### src/lkt_pkg.sv
`timescale 1ns / 1ps
`default_nettype none

package lkt_pkg;

  localparam int KEY_W = 64;
  localparam int CAP_W = 5;
  localparam int CFG_DATA_W = 32;
  localparam int CFG_ADDR_W = 3;

  localparam logic [CAP_W-1:0] CAP_RESET = 5'd16;

  // register index as decoded from paddr[2]
  localparam logic REG_CAPACITY = 1'b0;

  typedef logic [1:0] op_t;

  localparam op_t OP_ADD    = 2'd0;
  localparam op_t OP_SEARCH = 2'd1;
  localparam op_t OP_REMOVE = 2'd2;

  // controller to datapath
  typedef struct packed {
    logic load;
    logic scan;
    logic upd;
    logic emit;
  } lkt_cmd_t;

  // datapath to controller
  typedef struct packed {
    logic scan_done;
    logic out_busy;
  } lkt_sts_t;

endpackage

`default_nettype wire

### src/lkt_in_if.sv
`timescale 1ns / 1ps
`default_nettype none

interface lkt_in_if;
  import lkt_pkg::*;

  logic             valid;
  logic             ready;
  op_t              operation;
  logic [KEY_W-1:0] key;

  modport source (output valid, output operation, output key, input ready);
  modport sink (input valid, input operation, input key, output ready);
endinterface

`default_nettype wire

### src/lkt_out_if.sv
`timescale 1ns / 1ps
`default_nettype none

interface lkt_out_if;
  import lkt_pkg::*;

  logic             valid;
  logic             ready;
  logic             found;
  logic             evicted;
  logic [KEY_W-1:0] evicted_key;
  logic             was_empty;

  modport source (output valid, output found, output evicted, output evicted_key,
                  output was_empty, input ready);
  modport sink (input valid, input found, input evicted, input evicted_key,
                input was_empty, output ready);
endinterface

`default_nettype wire

### src/lru_key_table.sv
`timescale 1ns / 1ps
`default_nettype none
// One item at a time: a new item is taken only after the last one has been emitted.
// Each item is handled by a scan of the key RAM, one read per cycle, followed by an
// update step and an output step that holds until the output register frees up.
// Reset (synchronous, active low): table empty, capacity 16, no result pending.
// The key RAM needs no clearing; entries are qualified by their valid bits.

module lru_key_table #(
  parameter int ENTRIES = 16
) (
  input  wire logic                              clk,
  input  wire logic                              rst_n,
  lkt_in_if.sink                                 in_ch,
  lkt_out_if.source                              out_ch,
  input  wire logic                              cfg_psel,
  input  wire logic                              cfg_penable,
  input  wire logic                              cfg_pwrite,
  input  wire logic [lkt_pkg::CFG_ADDR_W-1:0]    cfg_paddr,
  input  wire logic [lkt_pkg::CFG_DATA_W-1:0]    cfg_pwdata,
  output logic      [lkt_pkg::CFG_DATA_W-1:0]    cfg_prdata,
  output logic                                   cfg_pready
);
  import lkt_pkg::*;

  logic [CAP_W-1:0] capacity_r;
  logic             in_ready;
  lkt_cmd_t         cmd;
  lkt_sts_t         sts;

  // configuration port
  assign cfg_pready = 1'b1;

  always_ff @(posedge clk) begin
    if (!rst_n) begin
      capacity_r <= CAP_RESET;
    end else if (cfg_psel && cfg_penable && cfg_pwrite && (cfg_paddr[2] == REG_CAPACITY)) begin
      capacity_r <= cfg_pwdata[CAP_W-1:0];
    end
  end

  assign cfg_prdata = (cfg_paddr[2] == REG_CAPACITY) ? CFG_DATA_W'(capacity_r) : '0;

  assign in_ch.ready = in_ready;

  lkt_ctrl u_ctrl (
    .clk      (clk),
    .rst_n    (rst_n),
    .in_valid (in_ch.valid),
    .in_ready (in_ready),
    .sts      (sts),
    .cmd      (cmd)
  );

  lkt_datapath #(
    .ENTRIES (ENTRIES)
  ) u_dp (
    .clk             (clk),
    .rst_n           (rst_n),
    .cmd             (cmd),
    .sts             (sts),
    .in_operation    (in_ch.operation),
    .in_key          (in_ch.key),
    .capacity        (capacity_r),
    .out_ready       (out_ch.ready),
    .out_valid       (out_ch.valid),
    .out_found       (out_ch.found),
    .out_evicted     (out_ch.evicted),
    .out_evicted_key (out_ch.evicted_key),
    .out_was_empty   (out_ch.was_empty)
  );

endmodule

`default_nettype wire

### src/lkt_ram.sv
`timescale 1ns / 1ps
`default_nettype none

module lkt_ram #(
  parameter int WIDTH = 64,
  parameter int DEPTH = 16,
  localparam int AW = (DEPTH > 1) ? $clog2(DEPTH) : 1
) (
  input  wire logic             clk,
  input  wire logic             we,
  input  wire logic [AW-1:0]    waddr,
  input  wire logic [WIDTH-1:0] wdata,
  input  wire logic             re,
  input  wire logic [AW-1:0]    raddr,
  output logic      [WIDTH-1:0] rdata
);

  logic [WIDTH-1:0] mem [DEPTH];

  // read returns the old word on a same-address write
  always_ff @(posedge clk) begin
    if (we) begin
      mem[waddr] <= wdata;
    end
    if (re) begin
      rdata <= mem[raddr];
    end
  end

endmodule

`default_nettype wire

### src/lkt_ctrl.sv
`timescale 1ns / 1ps
`default_nettype none

module lkt_ctrl (
  input  wire logic              clk,
  input  wire logic              rst_n,
  input  wire logic              in_valid,
  output logic                   in_ready,
  input  wire lkt_pkg::lkt_sts_t sts,
  output lkt_pkg::lkt_cmd_t      cmd
);
  import lkt_pkg::*;

  localparam logic [1:0] S_IDLE = 2'd0;
  localparam logic [1:0] S_SCAN = 2'd1;
  localparam logic [1:0] S_UPD  = 2'd2;
  localparam logic [1:0] S_FIN  = 2'd3;

  logic [1:0] state_r;
  logic [1:0] state_nxt;

  assign in_ready = (state_r == S_IDLE);

  always_comb begin
    state_nxt = state_r;
    cmd       = '0;
    unique case (state_r)
      S_IDLE: begin
        if (in_valid) begin
          cmd.load  = 1'b1;
          state_nxt = S_SCAN;
        end
      end
      S_SCAN: begin
        cmd.scan = 1'b1;
        if (sts.scan_done) begin
          state_nxt = S_UPD;
        end
      end
      S_UPD: begin
        cmd.upd   = 1'b1;
        state_nxt = S_FIN;
      end
      S_FIN: begin
        // hold until the output register frees up
        if (!sts.out_busy) begin
          cmd.emit  = 1'b1;
          state_nxt = S_IDLE;
        end
      end
      default: state_nxt = S_IDLE;
    endcase
  end

  always_ff @(posedge clk) begin
    if (!rst_n) begin
      state_r <= S_IDLE;
    end else begin
      state_r <= state_nxt;
    end
  end

endmodule

`default_nettype wire

### src/lkt_datapath.sv
`timescale 1ns / 1ps
`default_nettype none

module lkt_datapath #(
  parameter int ENTRIES = 16,
  localparam int AW = $clog2(ENTRIES),
  localparam int CW = $clog2(ENTRIES + 1)
) (
  input  wire logic                       clk,
  input  wire logic                       rst_n,
  input  wire lkt_pkg::lkt_cmd_t          cmd,
  output lkt_pkg::lkt_sts_t               sts,
  input  wire lkt_pkg::op_t               in_operation,
  input  wire logic [lkt_pkg::KEY_W-1:0]  in_key,
  input  wire logic [lkt_pkg::CAP_W-1:0]  capacity,
  input  wire logic                       out_ready,
  output logic                            out_valid,
  output logic                            out_found,
  output logic                            out_evicted,
  output logic [lkt_pkg::KEY_W-1:0]       out_evicted_key,
  output logic                            out_was_empty
);
  import lkt_pkg::*;

  localparam int LW = (CW > CAP_W) ? CW : CAP_W;

  // item and scan results
  op_t              op_r;
  logic [KEY_W-1:0] key_r;
  logic [CW-1:0]    cnt_r;
  logic             hit_r;
  logic [AW-1:0]    hit_idx_r;
  logic [AW-1:0]    old_idx_r;
  logic [AW-1:0]    old2_idx_r;
  logic             free_ok_r;
  logic [AW-1:0]    free_idx_r;

  // table state
  logic             valid_r   [ENTRIES];
  logic             valid_nxt [ENTRIES];
  logic [AW-1:0]    age_r     [ENTRIES];
  logic [AW-1:0]    age_nxt   [ENTRIES];
  logic [CW-1:0]    live_r;
  logic [CW-1:0]    live_nxt;

  logic             res_found_r;
  logic             res_evict_r;
  logic             res_empty_r;
  logic             out_valid_r;
  logic             out_found_r;
  logic             out_evicted_r;
  logic [KEY_W-1:0] out_key_r;
  logic             out_empty_r;

  // key store
  logic             ram_we;
  logic [AW-1:0]    ram_waddr;
  logic             ram_re;
  logic [AW-1:0]    ram_raddr;
  logic [KEY_W-1:0] ram_rdata;

  lkt_ram #(
    .WIDTH (KEY_W),
    .DEPTH (ENTRIES)
  ) u_keys (
    .clk   (clk),
    .we    (ram_we),
    .waddr (ram_waddr),
    .wdata (key_r),
    .re    (ram_re),
    .raddr (ram_raddr),
    .rdata (ram_rdata)
  );

  // scan: read entry cnt, compare entry cnt-1 against the returned word
  logic [CW-1:0] cnt_m1;
  logic [AW-1:0] scan_idx;
  logic          cmp_en;
  logic [CW-1:0] live_m1;
  logic [CW-1:0] live_m2;

  assign cnt_m1   = cnt_r - CW'(1);
  assign scan_idx = cnt_m1[AW-1:0];
  assign cmp_en   = cmd.scan && (cnt_r != '0);
  assign live_m1  = live_r - CW'(1);
  assign live_m2  = live_r - CW'(2);

  assign sts.scan_done = cmd.scan && (cnt_r == CW'(ENTRIES));
  assign sts.out_busy  = out_valid_r && !out_ready;

  // effective capacity, clamped to 1..ENTRIES
  logic [LW-1:0] cap_ext;
  logic [LW-1:0] cap_eff;
  logic [LW-1:0] live_ext;

  assign cap_ext  = LW'(capacity);
  assign live_ext = LW'(live_r);

  always_comb begin
    if (capacity == '0) begin
      cap_eff = LW'(1);
    end else if (cap_ext > LW'(ENTRIES)) begin
      cap_eff = LW'(ENTRIES);
    end else begin
      cap_eff = cap_ext;
    end
  end

  // update decisions
  logic          is_add;
  logic          is_search;
  logic          is_remove;
  logic [AW-1:0] hit_age;
  logic          drop;
  logic [AW-1:0] drop_idx;
  logic          ins;
  logic [AW-1:0] ins_idx;

  assign is_add    = (op_r == OP_ADD);
  assign is_search = (op_r == OP_SEARCH);
  assign is_remove = (op_r == OP_REMOVE);
  assign hit_age   = age_r[hit_idx_r];

  always_comb begin
    drop     = 1'b0;
    drop_idx = old_idx_r;
    ins      = 1'b0;
    if (is_add && hit_r) begin
      drop = (live_ext > cap_eff);
      // the refreshed entry was the oldest: the next one in line takes its place
      if (hit_age == live_m1[AW-1:0]) begin
        drop_idx = (live_r == CW'(1)) ? hit_idx_r : old2_idx_r;
      end
    end else if (is_add) begin
      drop = (live_ext >= cap_eff);
      ins  = 1'b1;
    end else if (is_remove) begin
      drop = (live_r != '0);
    end
    // reuse the freed slot when there is no free one or it comes before the first free one
    if (drop && (!free_ok_r || (old_idx_r < free_idx_r))) begin
      ins_idx = old_idx_r;
    end else begin
      ins_idx = free_idx_r;
    end
  end

  always_comb begin
    for (int i = 0; i < ENTRIES; i++) begin
      valid_nxt[i] = valid_r[i];
      age_nxt[i]   = age_r[i];
      if (is_add && hit_r) begin
        if (valid_r[i] && (age_r[i] < hit_age)) begin
          age_nxt[i] = age_r[i] + AW'(1);
        end
        if (AW'(i) == hit_idx_r) begin
          age_nxt[i] = '0;
        end
      end else if (is_add) begin
        if (valid_r[i]) begin
          age_nxt[i] = age_r[i] + AW'(1);
        end
      end
      if (drop && (AW'(i) == drop_idx)) begin
        valid_nxt[i] = 1'b0;
        age_nxt[i]   = '0;
      end
      if (ins && (AW'(i) == ins_idx)) begin
        valid_nxt[i] = 1'b1;
        age_nxt[i]   = '0;
      end
    end
    live_nxt = live_r - CW'(drop) + CW'(ins);
  end

  always_comb begin
    ram_we    = cmd.upd && ins;
    ram_waddr = ins_idx;
    if (cmd.upd) begin
      ram_re    = drop;
      ram_raddr = drop_idx;
    end else begin
      ram_re    = cmd.scan && (cnt_r < CW'(ENTRIES));
      ram_raddr = cnt_r[AW-1:0];
    end
  end

  // item capture and scan bookkeeping
  always_ff @(posedge clk) begin
    if (!rst_n) begin
      cnt_r     <= '0;
      hit_r     <= 1'b0;
      free_ok_r <= 1'b0;
    end else if (cmd.load) begin
      cnt_r     <= '0;
      hit_r     <= 1'b0;
      free_ok_r <= 1'b0;
    end else if (cmd.scan) begin
      cnt_r <= cnt_r + CW'(1);
      if (cmp_en) begin
        if (valid_r[scan_idx] && (ram_rdata == key_r)) begin
          hit_r <= 1'b1;
        end
        if (!valid_r[scan_idx] && !free_ok_r) begin
          free_ok_r <= 1'b1;
        end
      end
    end
  end

  always_ff @(posedge clk) begin
    if (cmd.load) begin
      op_r  <= in_operation;
      key_r <= in_key;
    end
    if (cmp_en) begin
      if (valid_r[scan_idx] && (ram_rdata == key_r)) begin
        hit_idx_r <= scan_idx;
      end
      if (valid_r[scan_idx] && (age_r[scan_idx] == live_m1[AW-1:0])) begin
        old_idx_r <= scan_idx;
      end
      if (valid_r[scan_idx] && (age_r[scan_idx] == live_m2[AW-1:0])) begin
        old2_idx_r <= scan_idx;
      end
      if (!valid_r[scan_idx] && !free_ok_r) begin
        free_idx_r <= scan_idx;
      end
    end
    if (cmd.upd) begin
      res_found_r <= (is_add || is_search) && hit_r;
      res_evict_r <= drop;
      res_empty_r <= is_remove && (live_r == '0);
    end
    if (cmd.emit) begin
      out_found_r   <= res_found_r;
      out_evicted_r <= res_evict_r;
      out_key_r     <= res_evict_r ? ram_rdata : '0;
      out_empty_r   <= res_empty_r;
    end
  end

  // table state
  always_ff @(posedge clk) begin
    if (!rst_n) begin
      for (int i = 0; i < ENTRIES; i++) begin
        valid_r[i] <= 1'b0;
        age_r[i]   <= '0;
      end
      live_r <= '0;
    end else if (cmd.upd) begin
      for (int i = 0; i < ENTRIES; i++) begin
        valid_r[i] <= valid_nxt[i];
        age_r[i]   <= age_nxt[i];
      end
      live_r <= live_nxt;
    end
  end

  always_ff @(posedge clk) begin
    if (!rst_n) begin
      out_valid_r <= 1'b0;
    end else if (cmd.emit) begin
      out_valid_r <= 1'b1;
    end else if (out_ready) begin
      out_valid_r <= 1'b0;
    end
  end

  assign out_valid       = out_valid_r;
  assign out_found       = out_found_r;
  assign out_evicted     = out_evicted_r;
  assign out_evicted_key = out_key_r;
  assign out_was_empty   = out_empty_r;

endmodule

`default_nettype wire

### src/flat_wrapper.sv
// flat-port wrapper written by rule: the top's interface ports become plain ports
module lru_key_table_flat import lkt_pkg::*;
#(
  parameter int ENTRIES = 16
)
  (clk, rst_n, cfg_psel, cfg_penable, cfg_pwrite, cfg_paddr, cfg_pwdata, cfg_prdata, cfg_pready, in_ch_valid, in_ch_operation, in_ch_key, in_ch_ready, out_ch_valid, out_ch_found, out_ch_evicted, out_ch_evicted_key, out_ch_was_empty, out_ch_ready);
  lkt_in_if in_ch_i ();
  lkt_out_if out_ch_i ();
  input  wire logic clk;
  input  wire logic rst_n;
  input  wire logic cfg_psel;
  input  wire logic cfg_penable;
  input  wire logic cfg_pwrite;
  input  wire logic [lkt_pkg::CFG_ADDR_W-1:0] cfg_paddr;
  input  wire logic [lkt_pkg::CFG_DATA_W-1:0] cfg_pwdata;
  output logic      [lkt_pkg::CFG_DATA_W-1:0] cfg_prdata;
  output logic cfg_pready;
  input wire logic [$bits(in_ch_i.valid)-1:0] in_ch_valid;
  input wire logic [$bits(in_ch_i.operation)-1:0] in_ch_operation;
  input wire logic [$bits(in_ch_i.key)-1:0] in_ch_key;
  output wire logic [$bits(in_ch_i.ready)-1:0] in_ch_ready;
  output wire logic [$bits(out_ch_i.valid)-1:0] out_ch_valid;
  output wire logic [$bits(out_ch_i.found)-1:0] out_ch_found;
  output wire logic [$bits(out_ch_i.evicted)-1:0] out_ch_evicted;
  output wire logic [$bits(out_ch_i.evicted_key)-1:0] out_ch_evicted_key;
  output wire logic [$bits(out_ch_i.was_empty)-1:0] out_ch_was_empty;
  input wire logic [$bits(out_ch_i.ready)-1:0] out_ch_ready;
  assign in_ch_i.valid = in_ch_valid;
  assign in_ch_i.operation = in_ch_operation;
  assign in_ch_i.key = in_ch_key;
  assign in_ch_ready = in_ch_i.ready;
  assign out_ch_valid = out_ch_i.valid;
  assign out_ch_found = out_ch_i.found;
  assign out_ch_evicted = out_ch_i.evicted;
  assign out_ch_evicted_key = out_ch_i.evicted_key;
  assign out_ch_was_empty = out_ch_i.was_empty;
  assign out_ch_i.ready = out_ch_ready;
  lru_key_table #(.ENTRIES(ENTRIES)) u_core (.clk(clk), .rst_n(rst_n), .in_ch(in_ch_i), .out_ch(out_ch_i), .cfg_psel(cfg_psel), .cfg_penable(cfg_penable), .cfg_pwrite(cfg_pwrite), .cfg_paddr(cfg_paddr), .cfg_pwdata(cfg_pwdata), .cfg_prdata(cfg_prdata), .cfg_pready(cfg_pready));
endmodule
### config.mk
export PLATFORM = sky130hd
export DESIGN_NAME = lru_key_table_flat
export DESIGN_NICKNAME = d
export VERILOG_FILES = /design/src/lkt_pkg.sv /design/src/lkt_in_if.sv /design/src/lkt_out_if.sv /design/src/lru_key_table.sv /design/src/lkt_ram.sv /design/src/lkt_ctrl.sv /design/src/lkt_datapath.sv /design/src/flat_wrapper.sv
export SDC_FILE = /design/constraint.sdc
export NUM_CORES = 2
export LEC_CHECK = 0
export ABC_AREA = 0
export CORE_MARGIN = 2
export CORE_UTILIZATION = 30
export DETAILED_ROUTE_END_ITERATION = 10
export DONT_BUFFER_PORTS = 1
export GPL_TIMING_DRIVEN = 1
export PLACE_DENSITY_LB_ADDON = 0.08
export SYNTH_ARGS = -nofsm -noshare
export SYNTH_HDL_FRONTEND = slang
export SYNTH_HIERARCHICAL = 1
export SYNTH_SLANG_ARGS = --single-unit
export TNS_END_PERCENT = 50
### constraint.sdc
create_clock -name clk -period 7.6 [get_ports clk]
set_input_delay 0.38 -clock clk [delete_from_list [all_inputs] [get_ports clk]]
set_output_delay 0.38 -clock clk [all_outputs]
set_load 0.02 [all_outputs]
# Word-level counts from Yosys, hierarchy flattened
# Memory sizes are Yosys's and may differ from the RTL's. A register that Yosys moved wholly into a read port is not among the register bits.
# Cells that the tools add are included.
[op_classes]
n_addsub = 22
magnitude_cmp = 21
eq_ne = 59
muxes = 209
bitwise_logic = 34
reduce_logical = 87
[ops]
columns = ["op", "count"]
rows = [
  ["two-way mux 4 bit", 134],
  ["equality test 4 bit, first input constant", 24],
  ["< comparator 4 bit", 17],
  ["two-way mux 1 bit", 68],
  ["adder 4 x 1 -> 4 bit, second input constant", 16],
  ["equality test 64 bit", 1],
  ["logical AND 1 bit", 64],
  ["equality test 3 x 4 -> 1 bit, first input constant", 12],
  ["bitwise OR 1 bit", 32],
  ["equality test 2 x 4 -> 1 bit, first input constant", 6],
  ["two-way mux 5 bit", 3],
  ["equality test 1 x 4 -> 1 bit, first input constant", 3],
  ["equality test 4 bit", 3],
  ["zero test 4 bit", 3],
  ["zero test 5 bit", 2],
  ["nonzero test 5 bit", 2],
  ["AND reduction 3 bit", 3],
  ["case mux 2 bit (4 select lines)", 1],
  ["AND reduction 2 bit", 4],
  ["subtractor 4 x 1 -> 4 bit, second input constant", 2],
  ["equality test 2 bit, second input constant", 3],
  ["two-way mux 2 bit", 3],
  ["adder 5 x 1 -> 5 bit", 1],
  ["adder 5 x 1 -> 5 bit, second input constant", 1],
  ["other kinds (17)", 24],
]
[word_totals]
regBits = 172
ramBits = 1104
elab_cells = 455
mem_count = 3
[memory_table]
columns = ["memory", "words", "word_bits", "read_ports", "rd_clocked_by_memory_dff", "write_ports", "line_no", "source"]
rows = [
  ["u_core.u_dp.u_keys.mem", 16, 64, 1, 1, 1, "lkt_ram.sv:18", "logic [WIDTH-1:0] mem [DEPTH];"],
  ["u_core.u_dp.age_r", 16, 4, 18, 1, 16, "lkt_datapath.sv:41", "logic [AW-1:0] age_r [ENTRIES];"],
  ["u_core.u_dp.valid_r", 16, 1, 17, 0, 16, "lkt_datapath.sv:39", "logic valid_r [ENTRIES];"],
]

# Depth between registers and ports, before layout
[logic_depth]
word_depth = 12
depth_mapped = 23
depth_no_buf = 22

# Cells and area by module
# The synthesis kept the hierarchy.
[by_module_without_submodules]
columns = ["mod", "n_inst", "cells_per_inst", "area_per_inst_um2", "seq_area_each_um2"]
rows = [
  ["lkt_ram", 1, 1647, 40222.3, 32671.3],
  ["lkt_datapath", 1, 1258, 14845.5, 7216.9],
  ["lru_key_table", 1, 58, 479.2, 100.1],
  ["lkt_ctrl", 1, 20, 176.4, 40.0],
]

# Least setup slack after synthesis
# Ideal clock, no wire load.
[synth_timing]
kind = "reg2reg"
start = "register u_core.u_dp.live_r[0] (netlist: u_core/u_dp/live_ext[0])"
end = "memory u_core.u_dp.u_keys.mem[0][0] (enable)"
setup_ns = 0.565
arrival_time_ns = 7.408
slack_ns = -0.372
path_stages_with_launch = 13
n_path_buf = 3
cell_sequence = "dfxtp_1 > clkbuf_1 > inv_1 > ha_1 > nand3_1 > o21ai_0 > a31oi_1 > o22ai_1 > buf_6 > clkbuf_1 > mux2_2 > or3b_2 > nor3_1"
[synth_between]
elab_chain_cells = 6
word_cells_on_any_way = 8
classes_between = "2 x order compare; 4 x mux; 2 x reduce/logical"
[synth_rtl]
columns = ["element", "line_no", "source"]
rows = [
  ["start, declared", "lkt_datapath.sv:43", "logic [CW-1:0] live_r;"],
  ["start signal, assigned", "lkt_datapath.sv:256", "live_r <= live_nxt;"],
  ["parallel branches: the longest is 3 deep, another holds >= comparator 5 bit", "n/a", ""],
  ["two-way mux 1 bit (*)", "lkt_datapath.sv:128", "if (is_add && hit_r) begin"],
  ["logical AND 1 bit (*)", "lkt_datapath.sv:141", "if (drop && (!free_ok_r || (old_idx_r < free_idx_r))) begin"],
  ["two-way mux 4 bit (*)", "lkt_datapath.sv:141", ""],
  ["named net u_core.u_dp.ins_idx[2]", "lkt_datapath.sv:117", "logic [AW-1:0] ins_idx;"],
  ["end, declared", "lkt_ram.sv:18", ""],
]
# Mark *: on every way through the listed nets, which the timed path passes.

==> flow_summary_export.csv <==
group,metric,value,unit
power_and_ir_drop,fraction_of_power_spent_switching_nets,29.23,%
global_routing,grt_start_max_net_pins,65,
sta,tightest_pin_transition,1291,ps
clock_network,tritoncts,"built",
placement,buffer_ports.inserted,0,
die,initial_utilization,30.11,%
route,drt_iter0_drc,2247,
sta,report.final.slew_viol_count,0,
route,postRouteAntennaNets,0,
clock_network,post_cts_hold_buffer_count,83,
synth,synthDominantCellAreaShare,70.65,%
synth,synth.ff_latch_count,1344,
die,die-height,435.0,microns
die,fp.dieArea,189200,sq um
clock_network,cts.clk_slew.worst_paths,60,ps
setup_path,worst-r2r-setup-slack,1600,ps
global_routing,first_global_vias,31077,
synth,yosysUniqueCellTypes,89,
sta,min_period,6002,ps
clock_network,cts_max_level,4,
hold_path,hold_endpoint,"u_core/u_dp/age_r[10][2]",
route,total_wire_length,165900,microns
synth,synth_instances,2983,
route,avgRoutedWirePerCell,28.72,microns
synth,synthFlopType,"sky130_fd_sc_hd__edfxtp_1",
synth,yosysWarningCount,6,
power_and_ir_drop,power_per_cell_area,328.3,nW/um^2
run_status,outcome,"completed",
power_and_ir_drop,ir_drop,0.1885,mV
route,drc,0,
die,die_x,435.0,microns
global_routing,grt_pass1_wl,234800,microns
power_and_ir_drop,power.leakage,20.22,nW
sta,period_share,78.97,%
power_and_ir_drop,p_comb_share,21.1,%
synth,synth_sequential_area_ratio,71.83,%
route,detail_route.vias_per_cell,5.061,
setup_path,crit_path_start_kind,"flop",
route,num_vias,29240,
flow_run,cap_viol_max_count,0,
sta,fin_worst_skew,49.37,ps
clock_network,post_cts.resized_instances,0,
setup_path,worstPathRequired,8130,ps
synth,synth_async_reset_ratio,0,%
power_and_ir_drop,internal-power,15.07,mW
die,design.core.area,185000,sq um
setup_path,cp_data_arrival_time,6530,ps
setup_path,timing.rr.end,"u_core/u_dp/u_keys/rdata[51]",
clock_network,tritoncts_num_sinks,1344,
clock_network,clock_insertion_delay_worst_skew,820,ps
finish,finish.net_count,3371,
synth,synth.area.top_cells,"sky130_fd_sc_hd__edfxtp_1 (71%), sky130_fd_sc_hd__mux4_2 (12%), sky130_fd_sc_hd__ha_1 (2.0%), sky130_fd_sc_hd__a22oi_1 (1.7%), sky130_fd_sc_hd__xnor2_1 (1.5%)",
setup_path,critPathCaptureType,"flop",
sta,maxClockFrequency,166.6,MHz
synth,post_syn_area,55720,sq um
setup_path,reg2reg_depth,14,
global_routing,globalRouteOverflowTotal,0,
setup_path,crit_type,"flop to flop",
hold_path,min-delay-start,"rst_n",
clock_network,tritoncts.num_buffers,156,
clock_network,clock_tree.buffer_depth,3,
clock_network,post-cts-setup-buffer-count,0,
sta,hold_violation_total_from_the_final_report,0,
placement,gp_routability_congestion,0.8635,
setup_path,timing.critical_path.fanout_max,23,
hold_path,hold_path_class,"input port to flop",
power_and_ir_drop,power.sequential.fraction,45.6,%
route,drt-pass1-iter-count,5,
sta,rsz0062_at_grt,"no",
power_and_ir_drop,p_switching,6.226,mW
placement,postPlaceCellArea,59230,sq um
finish,syn_to_final_growth,16.42,%
clock_network,cts_root_buf,"sky130_fd_sc_hd__clkbuf_16",
die,io_pins,210,
hold_path,min_delay_path_depth,2,
finish,final-instance-count-excl-fill,5778,
finish,final_cell_area,64870,sq um
placement,post-place-cells,5410,
placement,place.detailed.hpwl,97100,microns
power_and_ir_drop,share_clk_of_total_power,33.3,%
die,row_count,158,
synth,synth_top_cell_by_area,"sky130_fd_sc_hd__edfxtp_1",
global_routing,antenna_violations_before_repair,15,
sta,final-setup-viol-count,0,
finish,layout-drive-gt1-share,20.04,%
synth,synth_enable_flop_cells,1311,
synth,syn-mean-instance-area,18.68,sq um
sta,timing.max_slew.rel_slack,13.97,%
global_routing,total_routing_usage_gr,17.46,%
cell usage after synthesis (all sizes together) (7+ instances only):
cell     count
or2          7
nor2       108
buf         94
mux4       296
edfxtp    1311
nor3b        8
mux2i       36
a211oi       7
nor3        56
nor2b       17
nand2      143
o21a        13
nand4       23
nor4        17
mux2        13
o211ai      12
nand3       46
nand3b       7
and2        73
a2111oi     12
and3         7
or3          7
a22oi      129
ha          91
a31oi        7
xnor2       95
xor2        26
dfxtp       33
o21ai       48
nand2b      11
clkbuf      76
inv         39
a21oi       38
sequential cells by signal, summed over array words and instances (netlist names), 2 cells and up, named ones only:
register,count
u_core/capacity_r,5
u_core/u_ctrl/state_r,2
u_core/u_dp/age_r,64
u_core/u_dp/cnt_r,5
u_core/u_dp/free_idx_r,4
u_core/u_dp/hit_idx_r,4
u_core/u_dp/key_r,64
u_core/u_dp/live_ext,5
u_core/u_dp/old2_idx_r,4
u_core/u_dp/old_idx_r,4
u_core/u_dp/op_r,2
u_core/u_dp/out_evicted_key,64
u_core/u_dp/u_keys/mem,1024
u_core/u_dp/u_keys/rdata,64
u_core/u_dp/valid_r,16
placed cells by master, fill, tap and decap left out, types with 44 or more instances in the layout:
cell | netlist | final
sky130_fd_sc_hd__edfxtp_1 | 1311 | 1311
sky130_fd_sc_hd__mux4_2 | 290 | 290
sky130_fd_sc_hd__clkbuf_16 | 0 | 158
sky130_fd_sc_hd__nand2_1 | 142 | 142
sky130_fd_sc_hd__a22oi_1 | 129 | 129
sky130_fd_sc_hd__xnor2_1 | 95 | 95
sky130_fd_sc_hd__nor2_1 | 105 | 92
sky130_fd_sc_hd__ha_1 | 91 | 91
sky130_fd_sc_hd__dlygate4sd3_1 | 1 | 82
sky130_fd_sc_hd__and2_1 | 73 | 71
sky130_fd_sc_hd__buf_4 | 36 | 58
sky130_fd_sc_hd__nor3_1 | 56 | 52
sky130_fd_sc_hd__o21ai_0 | 47 | 46
sky130_fd_sc_hd__nand3_1 | 46 | 46
sky130_fd_sc_hd__clkbuf_1 | 72 | 44
logic make-up (layout without fill, tap and decap cells):
kind of cell	Yosys count	count (layout)	synth area share, %
compound gates	318	318	4.152
simple gates	551	551	5.018
other cells	2	32	0.01348
xor+xnor	121	121	1.902
mux	345	345	12.92
fa+ha+maj	92	92	2.079
flops	1344	1344	71.83
buf+inv	210	495	2.081
per-layer routing:
metal | GRT usage (%) | wire length, microns | vias up
met1 | 22.28 | 70020 | 15695
li1 | - | - | 12466
met3 | 3.151 | 7449 | 285
met4 | 6.233 | 5644 | 10
met2 | 29.71 | 82750 | 784
met5 | 0 | 68 | -
per-stage QoR:
step                TNS (ps)  hold slack, ps  total power [mW]  worst slack [ps]  util, %
finish                     0           108.6             21.30              1598    35.06
global route               0           72.56             22.28              1187    35.06
CTS                        0           49.09             21.69              1495    35.05
detailed placement         0           414.7             14.47              1513    32.01
global placement           0           425.9             14.40              1537    32.01
floorplan              -5230           400.3             12.62            -81.72        -
critical path: stages, from the launching register on:
cell and delay, ps:
sky130_fd_sc_hd__dfxtp_1 830, sky130_fd_sc_hd__mux4_1 730, sky130_fd_sc_hd__mux2i_1 160, sky130_fd_sc_hd__mux2_2 540, sky130_fd_sc_hd__xor2_1 170, sky130_fd_sc_hd__or2_0 480, sky130_fd_sc_hd__buf_4 270, sky130_fd_sc_hd__nor3_1 220
sky130_fd_sc_hd__a21oi_1 110, sky130_fd_sc_hd__mux2i_4 790, sky130_fd_sc_hd__buf_12 320, sky130_fd_sc_hd__buf_12 240, sky130_fd_sc_hd__mux4_2 520, sky130_fd_sc_hd__a22oi_1 230, sky130_fd_sc_hd__nand2_1 80
layout make-up:
class | count | area, sq um
diodes | 4 | 10.01
multi-input cells | 1455 | 14830
well taps | 2480 | 3103
flip-flops and latches | 1344 | 40030
inverters | 39 | 146.4
repair buffers | 175 | 1957
clock inverters | 79 | 674.4
clock buffers | 202 | 4119
fillers | 17453 | 120200
worst max-delay path by stage:
stage / start / endpoint / slack [ps] / cells past startpoint
after global placement: flop / u_core/u_dp/u_keys/rdata[51] / 1540 / 14
after detailed placement: flop / u_core/u_dp/u_keys/rdata[51] / 1510 / 14
after global routing: flop / u_core/u_dp/u_keys/rdata[51] / 1190 / 14
after CTS: flop / u_core/u_dp/u_keys/rdata[51] / 1490 / 14
after floorplan: u_core/u_dp/live_ext[0] / u_core/u_dp/u_keys/mem[8][0] / -80 / 12
final: flop / u_core/u_dp/u_keys/rdata[51] / 1600 / 14
power groups by stage:
stage	logic, mW	registers [mW]	clock network [mW]
floorplan	3.05	9.57	0
detailed placement	4.56	9.91	0
global placement	4.55	9.86	0
finish	4.50	9.72	7.08
CTS	4.62	9.76	7.31
global route	4.86	9.81	7.60
Power figures use the tool's default switching activity.
